<file path="config.mk">
export PLATFORM = sky130hd
export DESIGN_NAME = base64url_stream_decoder
export DESIGN_NICKNAME = d
export VERILOG_FILES = /design/src/rtl/b64u_pkg.sv /design/src/rtl/base64url_stream_decoder.sv
export VERILOG_INCLUDE_DIRS = /design/src /design/src/rtl
export SDC_FILE = /design/constraint.sdc
export NUM_CORES = 1
export LEC_CHECK = 0
export BUFFER_PORTS_ARGS = -buffer_cell sky130_fd_sc_hd__buf_2
export CAP_MARGIN = 40
export CORE_MARGIN = 2
export CORE_UTILIZATION = 32
export CTS_BUF_LIST = sky130_fd_sc_hd__clkbuf_8
export DETAILED_ROUTE_END_ITERATION = 6
export PLACE_DENSITY_LB_ADDON = 0.25
export SLEW_MARGIN = 10
export SYNTH_ARGS = -nofsm -noshare
export SYNTH_HDL_FRONTEND = slang
export SYNTH_SLANG_ARGS = --single-unit
</file>
<file path="constraint.sdc">
create_clock -name clk -period 7.2 [get_ports clk]
set_clock_uncertainty 0.1 [all_clocks]
set_input_delay 1.44 -clock clk [delete_from_list [all_inputs] [get_ports clk]]
set_output_delay 1.44 -clock clk [all_outputs]
set_load 0.05 [all_outputs]
</file>
<file path="src/rtl/base64url_stream_decoder_macros.svh">
// Assertion macros for the base64url stream decoder.
`ifndef BASE64URL_STREAM_DECODER_MACROS_SVH
`define BASE64URL_STREAM_DECODER_MACROS_SVH

`ifndef SYNTHESIS

// Same-cycle implication, checked outside reset.
`define B64U_ASSERT_SAME(label, clk, rst, ante, cons) \
  label: assert property (@(posedge clk) disable iff (rst) (ante) |-> (cons)) \
    else $error("assertion failed: same-cycle check");

// Next-cycle implication, checked outside reset.
`define B64U_ASSERT_NEXT(label, clk, rst, ante, cons) \
  label: assert property (@(posedge clk) disable iff (rst) (ante) |=> (cons)) \
    else $error("assertion failed: next-cycle check");

`else

`define B64U_ASSERT_SAME(label, clk, rst, ante, cons)
`define B64U_ASSERT_NEXT(label, clk, rst, ante, cons)

`endif

`endif

</file>
<file path="src/rtl/b64u_pkg.sv">
// Types, status codes and the character-to-digit map of the base64url decoder.
package b64u_pkg;

  typedef enum logic [2:0] {
    STATUS_OK        = 3'd0,
    STATUS_BAD_LEN   = 3'd1,
    STATUS_BAD_CHAR  = 3'd2,
    STATUS_AFTER_PAD = 3'd3,
    STATUS_LEFTOVER  = 3'd4
  } status_t;

  typedef struct packed {
    logic       ok;
    logic [5:0] value;
  } digit_t;

  localparam logic [7:0] CHAR_PAD = 8'h3d;  // '='

  function automatic digit_t char_to_digit(input logic [7:0] c);
    digit_t d;
    d.ok    = 1'b1;
    d.value = 6'd0;
    if (c >= 8'h41 && c <= 8'h5a) begin        // A-Z
      d.value = 6'(c - 8'h41);
    end else if (c >= 8'h61 && c <= 8'h7a) begin  // a-z
      d.value = 6'(c - 8'h61 + 8'd26);
    end else if (c >= 8'h30 && c <= 8'h39) begin  // 0-9
      d.value = 6'(c - 8'h30 + 8'd52);
    end else if (c == 8'h2d) begin               // '-'
      d.value = 6'd62;
    end else if (c == 8'h5f) begin               // '_'
      d.value = 6'd63;
    end else begin
      d.ok = 1'b0;
    end
    return d;
  endfunction

endpackage

</file>
<file path="src/rtl/base64url_stream_decoder.sv">
// Base64url stream decoder: one character per beat in, at most one byte per beat out.
//
// Input channel: char_code / is_last beats under in_valid / in_ready. Each
// character is mapped to a 6-bit digit and packed MSB first into bytes.
// Output channel: out_byte / byte_valid / string_done / decode_status under
// out_valid / out_ready. A non-final character gives a beat only when it
// completes a byte and no error is held; the character flagged is_last
// always gives one closing beat with the status (ok, bad length, bad char,
// data after padding, nonzero leftover bits). A byte riding on the closing
// beat is kept only when the status is ok; on error the receiver drops the
// bytes already delivered for that string.
// Each result is registered on the edge that accepts its input character.
// Throughput: one character per cycle while the receiver keeps up, set by the single output register;
// the decode and residue update sit between the state and that register.
// in_ready is high while the output register is empty or being drained, so
// a stalled receiver holds the result and stops input while it is held.
// Reset (rst, synchronous, active high) clears the residue, bit count,
// padding flag, length count, error and the output valid flag. After the
// closing beat the decoder returns to the same state for the next string.
`include "base64url_stream_decoder_macros.svh"

module base64url_stream_decoder
  import b64u_pkg::*;
(
  input  logic       clk,
  input  logic       rst,
  input  logic       in_valid,
  output logic       in_ready,
  input  logic [7:0] char_code,
  input  logic       is_last,
  output logic       out_valid,
  input  logic       out_ready,
  output logic [7:0] out_byte,
  output logic       byte_valid,
  output logic       string_done,
  output logic [2:0] decode_status
);

  // String state
  logic [5:0] bit_residue;
  logic [2:0] residue_count;
  logic       padding_seen;
  logic [1:0] length_mod_four;
  status_t    error_code;

  logic [5:0] bit_residue_next;
  logic [2:0] residue_count_next;
  logic       padding_seen_next;
  status_t    error_code_next;
  logic [1:0] len;

  // Decode path
  digit_t     digit;
  logic [11:0] acc;
  logic [3:0]  cnt;
  logic [3:0]  cnt_left;
  logic [11:0] acc_shift;
  logic [11:0] keep_mask;
  logic        have;
  logic [7:0]  dec_byte;
  status_t     status;
  logic        emit;

  logic accept;

  assign in_ready = !out_valid || out_ready;
  assign accept   = in_valid && in_ready;

  assign digit     = char_to_digit(char_code);
  assign acc       = {bit_residue, digit.value};
  assign cnt       = {1'b0, residue_count} + 4'd6;
  assign cnt_left  = cnt - 4'd8;
  assign acc_shift = acc >> cnt_left;
  assign keep_mask = (12'd1 << cnt_left) - 12'd1;
  assign len       = length_mod_four + 2'd1;

  always_comb begin
    bit_residue_next   = bit_residue;
    residue_count_next = residue_count;
    padding_seen_next  = padding_seen;
    error_code_next    = error_code;
    have               = 1'b0;
    dec_byte           = 8'd0;
    if (char_code == CHAR_PAD) begin
      padding_seen_next = 1'b1;
    end else if (padding_seen) begin
      if (error_code == STATUS_OK) error_code_next = STATUS_AFTER_PAD;
    end else if (!digit.ok) begin
      if (error_code == STATUS_OK) error_code_next = STATUS_BAD_CHAR;
    end else if (error_code == STATUS_OK) begin
      if (cnt >= 4'd8) begin
        // byte completes; the remaining low bits stay in the residue
        have               = 1'b1;
        dec_byte           = acc_shift[7:0];
        bit_residue_next   = acc[5:0] & keep_mask[5:0];
        residue_count_next = cnt_left[2:0];
      end else begin
        bit_residue_next   = acc[5:0];
        residue_count_next = cnt[2:0];
      end
    end
  end

  // Closing status, by precedence
  always_comb begin
    priority if (len == 2'd1) begin
      status = STATUS_BAD_LEN;
    end else if (error_code_next != STATUS_OK) begin
      status = error_code_next;
    end else if (residue_count_next != 3'd0 && bit_residue_next != 6'd0) begin
      status = STATUS_LEFTOVER;
    end else begin
      status = STATUS_OK;
    end
  end

  assign emit = is_last || (have && error_code_next == STATUS_OK);

  always_ff @(posedge clk) begin
    if (rst) begin
      bit_residue     <= 6'd0;
      residue_count   <= 3'd0;
      padding_seen    <= 1'b0;
      length_mod_four <= 2'd0;
      error_code      <= STATUS_OK;
    end else if (accept) begin
      if (is_last) begin
        bit_residue     <= 6'd0;
        residue_count   <= 3'd0;
        padding_seen    <= 1'b0;
        length_mod_four <= 2'd0;
        error_code      <= STATUS_OK;
      end else begin
        bit_residue     <= bit_residue_next;
        residue_count   <= residue_count_next;
        padding_seen    <= padding_seen_next;
        length_mod_four <= len;
        error_code      <= error_code_next;
      end
    end
  end

  // Output register
  always_ff @(posedge clk) begin
    if (rst) begin
      out_valid <= 1'b0;
    end else if (in_ready) begin
      out_valid <= accept && emit;
    end
  end

  always_ff @(posedge clk) begin
    if (accept && emit) begin
      if (is_last && !(have && status == STATUS_OK)) begin
        out_byte      <= 8'd0;
        byte_valid    <= 1'b0;
        decode_status <= status;
      end else begin
        out_byte      <= dec_byte;
        byte_valid    <= 1'b1;
        decode_status <= STATUS_OK;
      end
      string_done <= is_last;
    end
  end

  // A delivered byte always comes with an ok status.
  `B64U_ASSERT_SAME(a_byte_ok, clk, rst, out_valid && byte_valid,
                    decode_status == STATUS_OK)
  // A result that does not close the string always carries a byte.
  `B64U_ASSERT_SAME(a_mid_has_byte, clk, rst, out_valid && !string_done, byte_valid)
  // The closing character returns the string state to its reset values.
  `B64U_ASSERT_NEXT(a_close_clears, clk, rst, accept && is_last,
                    residue_count == 3'd0 && length_mod_four == 2'd0 &&
                    error_code == STATUS_OK && !padding_seen)

endmodule

</file>
==> flow_metrics.env, run 1 <==
export IMPL_async_flop_share_pct=0
export IMPL_syn2layout_area_growth_pct=12.18
export IMPL_fmax_mhz=227.0
export IMPL_ys_flop_type="dfxtp_1"
export IMPL_synth_xor_area_share_pct=3.248
export IMPL_synthAdderAreaFrac_pct=9.281
export IMPL_fin_cells=347
export IMPL_yosys_warnings=0
export IMPL_initialDrtViolationCount=98
export IMPL_syn_area_um2=2157
export IMPL_worst_setup_path_start_kind="input port"
export IMPL_total_power_uw=386.1
export IMPL_yosysTopAreaCell="edfxtp_1"
export IMPL_synth_edf_count=13
export IMPL_grt_pass1_wl_um=8500
export IMPL_antenna_left=0
export IMPL_htree_levels=1
export IMPL_synth_compound_gate_area_share_pct=26.04
export IMPL_cts_tree="built"
export IMPL_clock_latency_ns=0.28
export IMPL_worst_pin_slew_ns=0.8347
export IMPL_numCtsBuffers=3
export IMPL_ctsHoldBuffers=0
export IMPL_synth_top_family_by_area="compound AO/OA/AOI/OAI gates"
export IMPL_worstSetupPathType="in -> reg"
export IMPL_grt_max_degree=19
export IMPL_crit_required_ns=7.26
export IMPL_synth_area_mux_share_pct=1.450
export IMPL_core_rowCount=29
export IMPL_synthesis_nets=277
export IMPL_grt_use_total_pct=14.12
export IMPL_worstHoldPathCells=2
export IMPL_postCtsSetupBuffers=0
export IMPL_dpl_cell_area_um2=2349
export IMPL_vias=1863
export IMPL_slew_viol_final=0
export IMPL_cts_sinks=28
export IMPL_synthSimpleGateAreaFrac_pct=23.84
export IMPL_powerDensity_nw_per_um2=159.6
export IMPL_n_antenna_cell=0
export IMPL_synth_top_area_share_pct=18.10
export IMPL_grt_pass1_vias=1775
export IMPL_rr_worst_depth=9
export IMPL_p_leak_nw=0.8945
export IMPL_min_period_over_period_pct=61.18
export IMPL_synth_cell_types=58
export IMPL_cts_resized=0
export IMPL_io_buffers=27
export IMPL_vdd_drop_max_mv=0.07833
export IMPL_yosysSeqAreaShare_pct=32.02
export IMPL_grt_ovfl_total=0
export IMPL_routed_via_density=5.369
export IMPL_design_area_um2=2420
export IMPL_ctsRootBufferMaster="clkbuf_8"
export IMPL_rsz0062_at_grt="no"
export IMPL_arrival_ns=4.46
export IMPL_totalWireLength_um=5138
export IMPL_synth_area_top_cells="edfxtp_1, dfxtp_1, ha_1"
export IMPL_synth_seq_cells=28
export IMPL_dp_hpwl_um=3941
export IMPL_drt_first_pass_iters=4
export IMPL_slew_headroom_pct=43.88
export IMPL_start_util_pct=33.59
export IMPL_wl_per_cell_um=14.81
export IMPL_crit_path_end_kind="flop"
export IMPL_gp_congestion=0.9528
export IMPL_status="finished, final reports clean"
export IMPL_dp_cells=343
export IMPL_synth_most_common_cell="nor2_1"
export IMPL_die_h_um=86.10
export IMPL_drv_cap=0
export IMPL_setup_violations=0
export IMPL_fillers=664
export IMPL_coreArea_um2=6422
export IMPL_fin_tns_setup_ns=0
export IMPL_ys_top_cells_by_count="nor2_1, a21oi_1, ha_1, dfxtp_1, edfxtp_1"
export IMPL_antenna_found_initial=0
export IMPL_dieArea_um2=7413
export IMPL_clock_path_buffers=2
export IMPL_path_clk_slew_ns=0.10
export IMPL_hold_viol=0
export IMPL_hp_class="reg -> reg"
export IMPL_synth_cells=248
export IMPL_remaining_drc_errors=0
export IMPL_hold_ws_ns=0.3597
export IMPL_worstPathMaxFanout=8
export IMPL_finish_net_count=300
export IMPL_drive_gt1_share_pct=17.41
export IMPL_period_needed_ns=4.405
export IMPL_num_io_pins=28
export IMPL_avgSynthCellArea_um2=8.698
export IMPL_die_w_um=86.10
## cell families after synthesis
family                   count (synthesis)
multiplexers                             3
flip-flops                              28
AO/OA/AOI/OAI                           70
AND/OR/NAND/NOR                        101
adder cells (fa/ha/maj)                 16
buffers and inverters                   22
XOR/XNOR                                 8
## worst paths after layout
path	startpoint	endpoint	slack (ns)
worst min register to register	length_mod_four[1]$_SDFFE_PP0P_	length_mod_four[1]$_SDFFE_PP0P_	0.36
worst max-delay path	char_code[0]	out_byte[3]$_SDFFCE_PP0P_	2.80
worst min-delay path	length_mod_four[1]$_SDFFE_PP0P_	length_mod_four[1]$_SDFFE_PP0P_	0.36
worst max register to register	residue_count[1]$_SDFFE_PP0P_	out_byte[3]$_SDFFCE_PP0P_	3.51
## worst max-delay path: stages
cell,delay [ns]
buf_2,0.16
inv_1,0.08
ha_1,0.26
nor2b_1,0.16
o211a_4,0.25
or3_1,0.53
or3_1,0.41
a32oi_2,0.38
o221ai_2,0.17
a22oi_4,0.24
a21oi_4,0.13
o21ba_4,0.25
## metrics by stage
| step | worst slack, ns | util, % |
|---|---|---|
| after global routing | 2.674 | 37.68 |
| after CTS | 2.855 | 37.68 |
| after global placement | 2.630 | 36.57 |
| after detailed placement | 2.565 | 36.57 |
| final | 2.795 | 37.68 |
| after floorplan | 3.035 | - |
## layout make-up
type / instances / area (um^2) / area share (%)
clock inverter: 1 / 30.03 / 1.241
tap: 77 / 96.34 / 3.981
inverter: 13 / 48.80 / 2.017
clock buffer: 3 / 41.29 / 1.706
timing repair buffer: 27 / 135.1 / 5.584
multi-input combinational: 198 / 1378 / 56.93
sequential: 28 / 690.7 / 28.54
## registers in the layout, summed over array words and instances (netlist names)
register and flops:
bit_residue 6, decode_status 3, byte_valid 1, padding_seen 1
length_mod_four 2, error_code 3, out_valid 1, string_done 1
residue_count 2, out_byte 8
## cells in the final DEF, fill, tap and decap left out, types with 2 or more instances in the layout
master	instances
nand3_1	4
nand2_1	11
nor2_1	40
edfxtp_1	13
clkbuf_8	3
o21a_1	4
o211ai_1	3
nand3b_1	4
or3_1	2
a32oi_1	2
a22oi_1	5
mux2i_1	2
o31ai_1	2
nand2b_1	7
nor3_1	10
xor2_1	3
nor4_1	4
and2_1	4
dfxtp_1	15
ha_1	16
nor3b_1	2
a211oi_2	3
buf_2	27
xnor2_1	5
a21oi_1	18
nor2b_1	5
nor3_2	2
inv_1	12
a211oi_1	3
o21ai_0	12
## per-layer routing
layer	track usage (%)	part of all wire, %
met3	1.732	4.6
met1	19.59	48
met5	0	0
met2	22.97	45
met4	4.040	1.9
## power breakdown
part | total, mW | leakage, nW | internal [mW] | switching [mW]
clock | 0.124 | 0.0357 | 0.0745 | 0.0499
combinational | 0.0873 | 0.615 | 0.0276 | 0.0597
sequential | 0.174 | 0.244 | 0.171 | 0.00317
Power figures use the tool's default switching activity.
==> inputs of run 2 (changes only) <==
==> constraint.sdc (replaced) <==
create_clock -name clk -period 3.5 [get_ports clk]
set_clock_uncertainty 0.1 [all_clocks]
set_input_delay 0.7 -clock clk [delete_from_list [all_inputs] [get_ports clk]]
set_output_delay 0.7 -clock clk [all_outputs]
set_load 0.05 [all_outputs]
==> flow_metrics.env, run 2 (synthesized netlist as in run 1, its figures left out) <==
export IMPL_status="finished, final reports clean"
export IMPL_p_seq_share_pct=43.3
export IMPL_cp_cell_sequence="buf_2, inv_1, buf_4, ha_1, and2_1, o31ai_1, nor3_1, buf_4, nor4_1, o21ai_0, a211o_1, a22oi_4, a21oi_4, o21ba_4"
export IMPL_cts_resized=0
export IMPL_hold_viol=0
export IMPL_drt_met1_wl_um=2657
export IMPL_min_period_over_period_pct=93.06
export IMPL_worst_pin_slew_ns=0.4663
export IMPL_fmax_mhz=307.0
export IMPL_wl_per_cell_um=13.80
export IMPL_ctsHoldBuffers=0
export IMPL_period_needed_ns=3.257
export IMPL_path_clk_slew_ns=0.10
export IMPL_n_antenna_cell=0
export IMPL_num_io_pins=28
export IMPL_crit_required_ns=3.56
export IMPL_grt_pass1_wl_um=8914
export IMPL_drv_cap=0
export IMPL_r2r_setup_slack_ns=0.69
export IMPL_r2r_end="out_byte[3]$_SDFFCE_PP0P_"
export IMPL_min_from="length_mod_four[1]$_SDFFE_PP0P_"
export IMPL_grt_use_total_pct=14.76
export IMPL_cp_num_cells=14
export IMPL_worstPathMaxFanout=8
export IMPL_worst_setup_path_start_kind="input port"
export IMPL_routed_top_layer="met4"
export IMPL_hp_class="reg -> reg"
export IMPL_die_w_um=86.10
export IMPL_cts_sinks=28
export IMPL_cp_common_cell="buf_4"
export IMPL_syn2layout_area_growth_pct=24.71
export IMPL_vias=1953
export IMPL_crit_path_max_incr_delay_ns=0.38
export IMPL_totalWireLength_um=5287
export IMPL_grt_ovfl_total=0
export IMPL_critPathBufInv=4
export IMPL_drt_first_pass_iters=4
export IMPL_initialDrtViolationCount=78
export IMPL_layout_commonest_cell="nor2_1"
export IMPL_layout_common_cells="nor2_1, buf_4, buf_2, a21oi_1, ha_1"
export IMPL_slew_viol_final=0
export IMPL_hold_ws_ns=0.3557
export IMPL_crit_path_end_kind="flop"
export IMPL_power_switching_uw=237.9
export IMPL_cts_tree="built"
export IMPL_postCtsSetupBuffers=0
export IMPL_combPwrFrac_pct=25.6
export IMPL_antenna_found_initial=0
export IMPL_slew_headroom_pct=68.59
export IMPL_largest_register="out_byte"
export IMPL_largest_reg_flops=8
export IMPL_numCtsBuffers=3
export IMPL_r2r_start="residue_count[2]$_SDFFE_PP0P_"
export IMPL_hold_path_endpoint="length_mod_four[1]$_SDFFE_PP0P_"
export IMPL_register_area_um2=690.7
export IMPL_cp_top_family="compound AO/OA/AOI/OAI gates"
export IMPL_grt_max_degree=18
export IMPL_routed_via_density=5.099
export IMPL_setup_violations=0
export IMPL_clock_path_buffers=2
export IMPL_start_util_pct=33.59
export IMPL_finish_net_count=336
export IMPL_coreArea_um2=6422
export IMPL_worstHoldPathCells=2
export IMPL_htree_levels=1
export IMPL_p_leak_nw=1.072
export IMPL_core_rowCount=29
export IMPL_dp_hpwl_um=4243
export IMPL_clock_latency_ns=0.28
export IMPL_gp_congestion=0.9197
export IMPL_vdd_drop_max_mv=0.2239
export IMPL_drive_gt1_share_pct=27.12
export IMPL_grt_pass1_vias=1905
export IMPL_fin_tns_setup_ns=0
export IMPL_die_h_um=86.10
export IMPL_routed_wl_met3_um=141
export IMPL_powerDensity_nw_per_um2=306.6
export IMPL_antenna_left=0
export IMPL_worstSetupPathType="in -> reg"
export IMPL_remaining_drc_errors=0
export IMPL_route_met2_wl_um=2410
export IMPL_pwr_share_clk_pct=31.1
export IMPL_io_buffers=27
export IMPL_reg_top3="out_byte: 8 flops, bit_residue: 6 flops"
export IMPL_rr_worst_depth=11
export IMPL_arrival_ns=3.32
export IMPL_fillers=626
export IMPL_ctsRootBufferMaster="clkbuf_8"
export IMPL_p_int_uw=586.8
export IMPL_switching_share_pct=28.85
export IMPL_dieArea_um2=7413
export IMPL_rsz0062_at_grt="no"
export IMPL_critPathSlowestCell="nor4_1"
export IMPL_multi_input_area_um2=1378
==> run 2: cell count changes in the layout (fill, tap and decap cells not counted), sizes merged <==
cell,change
buf,+36
==> run 2: how the worst max path moves through the flow <==
stage | startpoint | endpoint | slack [ns]
after detailed placement | char_code[0] | out_byte[3]$_SDFFCE_PP0P_ | -0.04
after global placement | char_code[0] | out_byte[3]$_SDFFCE_PP0P_ | -0.01
after CTS | char_code[2] | out_byte[3]$_SDFFCE_PP0P_ | 0.24
after global routing | char_code[2] | out_byte[3]$_SDFFCE_PP0P_ | 0.07
after floorplan | char_code[2] | out_byte[3]$_SDFFCE_PP0P_ | 0.08
final | char_code[0] | out_byte[3]$_SDFFCE_PP0P_ | 0.24
==> run 2: area by class of cell <==
| class | count | area share, % |
|---|---|---|
| repair buffers | 63 | 15.07 |
| clock buffers | 3 | 1.535 |
| flip-flops and latches | 28 | 25.67 |
| inverters | 13 | 1.814 |
| clock inverters | 1 | 1.116 |
| well taps | 77 | 3.581 |
| multi-input cells | 198 | 51.21 |
==> run 2: per-stage QoR <==
stage	util [%]	power, mW	worst slack (ns)	cell area, um^2	std cells
3_3_place_gp	40.78	0.5736	-0.01195	2619	379
4_1_cts	41.89	0.8333	0.2414	2690	383
5_1_grt	41.89	0.8595	0.06881	2690	383
3_5_place_dp	40.78	0.5749	-0.03980	2619	379
2_1_floorplan	-	0.4992	0.07545	2157	248
6_report	41.89	0.8247	0.2430	2690	383
==> run 2: metal layers <==
| metal | global-route usage [%] | vias up |
|---|---|---|
| li1 | - | 1014 |
| met1 | 19.85 | 899 |
| met2 | 25.09 | 32 |
| met3 | 2.117 | 8 |
| met4 | 3.175 | 0 |
| met5 | 0 | - |
==> run 2: worst min-delay path, cell delays in order (launching register included) <==
cell and delay [ns]:
dfxtp_1 0.32, nand2_1 0.05, a21oi_1 0.05
==> run 2: power groups by stage <==
| stage | clock network, mW | logic [mW] | registers, mW |
|---|---|---|---|
| after CTS | 0.265 | 0.211 | 0.357 |
| after global routing | 0.270 | 0.231 | 0.358 |
| after global placement | 0 | 0.209 | 0.364 |
| final | 0.257 | 0.211 | 0.357 |
| after detailed placement | 0 | 0.211 | 0.364 |
| after floorplan | 0 | 0.109 | 0.390 |
==> inputs of run 3 (changes only) <==
--- a/config.mk
+++ b/config.mk
@@ -12,6 +12,7 @@
 export CORE_UTILIZATION = 32
 export CTS_BUF_LIST = sky130_fd_sc_hd__clkbuf_8
 export DETAILED_ROUTE_END_ITERATION = 6
+export GPL_TIMING_DRIVEN = 0
 export PLACE_DENSITY_LB_ADDON = 0.25
 export SLEW_MARGIN = 10
 export SYNTH_ARGS = -nofsm -noshare
==> flow_metrics.env, run 3 (synthesized netlist as in run 1, its figures left out) <==
export IMPL_hp_class="reg -> reg"
export IMPL_fmax_mhz=294.1
export IMPL_switching_share_pct=29.49
export IMPL_n_antenna_cell=0
export IMPL_numCtsBuffers=3
export IMPL_fin_tns_setup_ns=0
export IMPL_total_power_uw=813.3
export IMPL_reg_top3="out_byte: 8 flops, bit_residue: 6 flops"
export IMPL_slew_headroom_pct=57.64
export IMPL_worst_setup_path_start_kind="input port"
export IMPL_setup_violations=0
export IMPL_grt_ovfl_total=0
export IMPL_pwr_share_clk_pct=31.7
export IMPL_arrival_ns=3.46
export IMPL_die_w_um=86.10
export IMPL_clock_path_buffers=2
export IMPL_routed_top_layer="met4"
export IMPL_p_int_uw=573.5
export IMPL_crit_path_max_incr_delay_ns=0.37
export IMPL_die_h_um=86.10
export IMPL_path_clk_slew_ns=0.10
export IMPL_dieArea_um2=7413
export IMPL_p_seq_share_pct=44.0
export IMPL_remaining_drc_errors=0
export IMPL_power_switching_uw=239.9
export IMPL_ctsRootBufferMaster="clkbuf_8"
export IMPL_crit_required_ns=3.56
export IMPL_combPwrFrac_pct=24.3
export IMPL_drive_gt1_share_pct=23.32
export IMPL_worst_pin_slew_ns=0.6311
export IMPL_dpl_cell_area_um2=2384
export IMPL_io_buffers=26
export IMPL_route_met2_wl_um=2330
export IMPL_htree_levels=1
export IMPL_gp_congestion=0.8793
export IMPL_drt_first_pass_iters=4
export IMPL_min_period_over_period_pct=97.14
export IMPL_num_io_pins=28
export IMPL_hold_viol=0
export IMPL_cts_sinks=28
export IMPL_cts_tree="built"
export IMPL_grt_max_degree=17
export IMPL_cp_top_family="compound AO/OA/AOI/OAI gates"
export IMPL_vias=1910
export IMPL_worstSetupPathType="in -> reg"
export IMPL_grt_use_total_pct=13.79
export IMPL_grt_pass1_vias=1710
export IMPL_fillers=639
export IMPL_final_util_pct=40.07
export IMPL_crit_path_end_kind="flop"
export IMPL_cp_cell_sequence="clkbuf_4, inv_1, ha_4, nor2b_1, o211a_4, or3_1, buf_4, a311oi_4, o221ai_1, a211o_1, a22oi_4, a21oi_4, o21ba_4"
export IMPL_worstPathMaxFanout=8
export IMPL_p_leak_nw=0.9388
export IMPL_layout_commonest_cell="nor2_1"
export IMPL_vdd_drop_max_mv=0.2216
export IMPL_hold_ws_ns=0.3571
export IMPL_start_util_pct=33.59
export IMPL_finish_net_count=313
export IMPL_initialDrtViolationCount=81
export IMPL_antenna_left=0
export IMPL_syn2layout_area_growth_pct=19.32
export IMPL_critPathBufInv=3
export IMPL_period_needed_ns=3.400
export IMPL_routed_via_density=5.306
export IMPL_drv_cap=0
export IMPL_clock_latency_ns=0.27
export IMPL_coreArea_um2=6422
export IMPL_grt_pass1_wl_um=8300
export IMPL_critPathSlowestCell="or3_1"
export IMPL_largest_reg_flops=8
export IMPL_ctsHoldBuffers=0
export IMPL_layout_common_cells="nor2_1, buf_2, a21oi_1, dfxtp_1"
export IMPL_totalWireLength_um=5115
export IMPL_status="finished, final reports clean"
export IMPL_powerDensity_nw_per_um2=316.0
export IMPL_design_area_um2=2574
export IMPL_routed_wl_met3_um=146
export IMPL_core_rowCount=29
export IMPL_antenna_found_initial=0
export IMPL_wl_per_cell_um=14.21
export IMPL_largest_register="out_byte"
export IMPL_dp_hpwl_um=3940
export IMPL_slew_viol_final=0
export IMPL_drt_met1_wl_um=2606
## run 3: changes by cell type in the layout (fill, tap and decap cells not counted), sizes merged
| cell | delta |
|---|---|
| clkinvlp | +1 |
| buf | -30 |
| clkinv | -1 |
| clkbuf | +7 |
## run 3: through the flow
step,setup slack [ns],std cells
global placement,-0.4278,351
CTS,0.02868,357
finish,0.1000,360
detailed placement,-0.4562,351
global route,-0.0003311,360
floorplan,0.07545,248
## run 3: routing by layer
| layer | vias to the layer above | global-route usage [%] |
|---|---|---|
| met2 | 36 | 22.69 |
| met1 | 901 | 19.47 |
| li1 | 969 | - |
| met4 | 0 | 1.876 |
| met3 | 4 | 2.214 |
| met5 | - | 0 |
## run 3: worst reg2reg max path, cell delays in order, from the launching register on
cell	delay, ns
dfxtp_1	0.58
clkinvlp_4	0.34
ha_1	0.36
clkbuf_1	0.29
inv_1	0.19
nor2_1	0.19
o221ai_1	0.13
a211o_1	0.32
a22oi_4	0.25
a21oi_4	0.14
o21ba_4	0.24
## run 3: timing repair
item / CTS / global route
buffers inserted: 2 / 3
pin swaps: 3 / 8
endpoints found under the setup margin: 9 / 9
gates resized for setup: 7 / 16
## run 3: layout make-up
type                    count  area (um^2)  share of cell area, %
well taps                  77        96.34                  3.743
clock inverters             1        30.03                  1.167
plain buffers               9        45.04                  1.750
clock buffers               3        41.29                  1.604
inverters                  13        55.05                  2.139
flip-flops and latches     28        690.7                  26.84
repair buffers             31        172.7                  6.709
multi-input cells         198         1443                  56.05
## run 3: path summary, 6_finish.rpt
kind | startpoint | to | slack (ns) | depth (start not counted)
worst min register to register | length_mod_four[1]$_SDFFE_PP0P_ | length_mod_four[1]$_SDFFE_PP0P_ | 0.36 | 2
worst max register to register | residue_count[1]$_SDFFE_PP0P_ | out_byte[3]$_SDFFCE_PP0P_ | 0.23 | 10
worst max-delay path | char_code[0] | out_byte[3]$_SDFFCE_PP0P_ | 0.10 | 13
worst min-delay path | length_mod_four[1]$_SDFFE_PP0P_ | length_mod_four[1]$_SDFFE_PP0P_ | 0.36 | 2
## run 3: power by group through the flow
stage | sequential, mW | clock (mW) | combinational [mW]
after global routing | 0.359 | 0.274 | 0.216
after CTS | 0.358 | 0.262 | 0.189
after floorplan | 0.390 | 0 | 0.109
after global placement | 0.365 | 0 | 0.181
after detailed placement | 0.365 | 0 | 0.181
final | 0.358 | 0.258 | 0.198
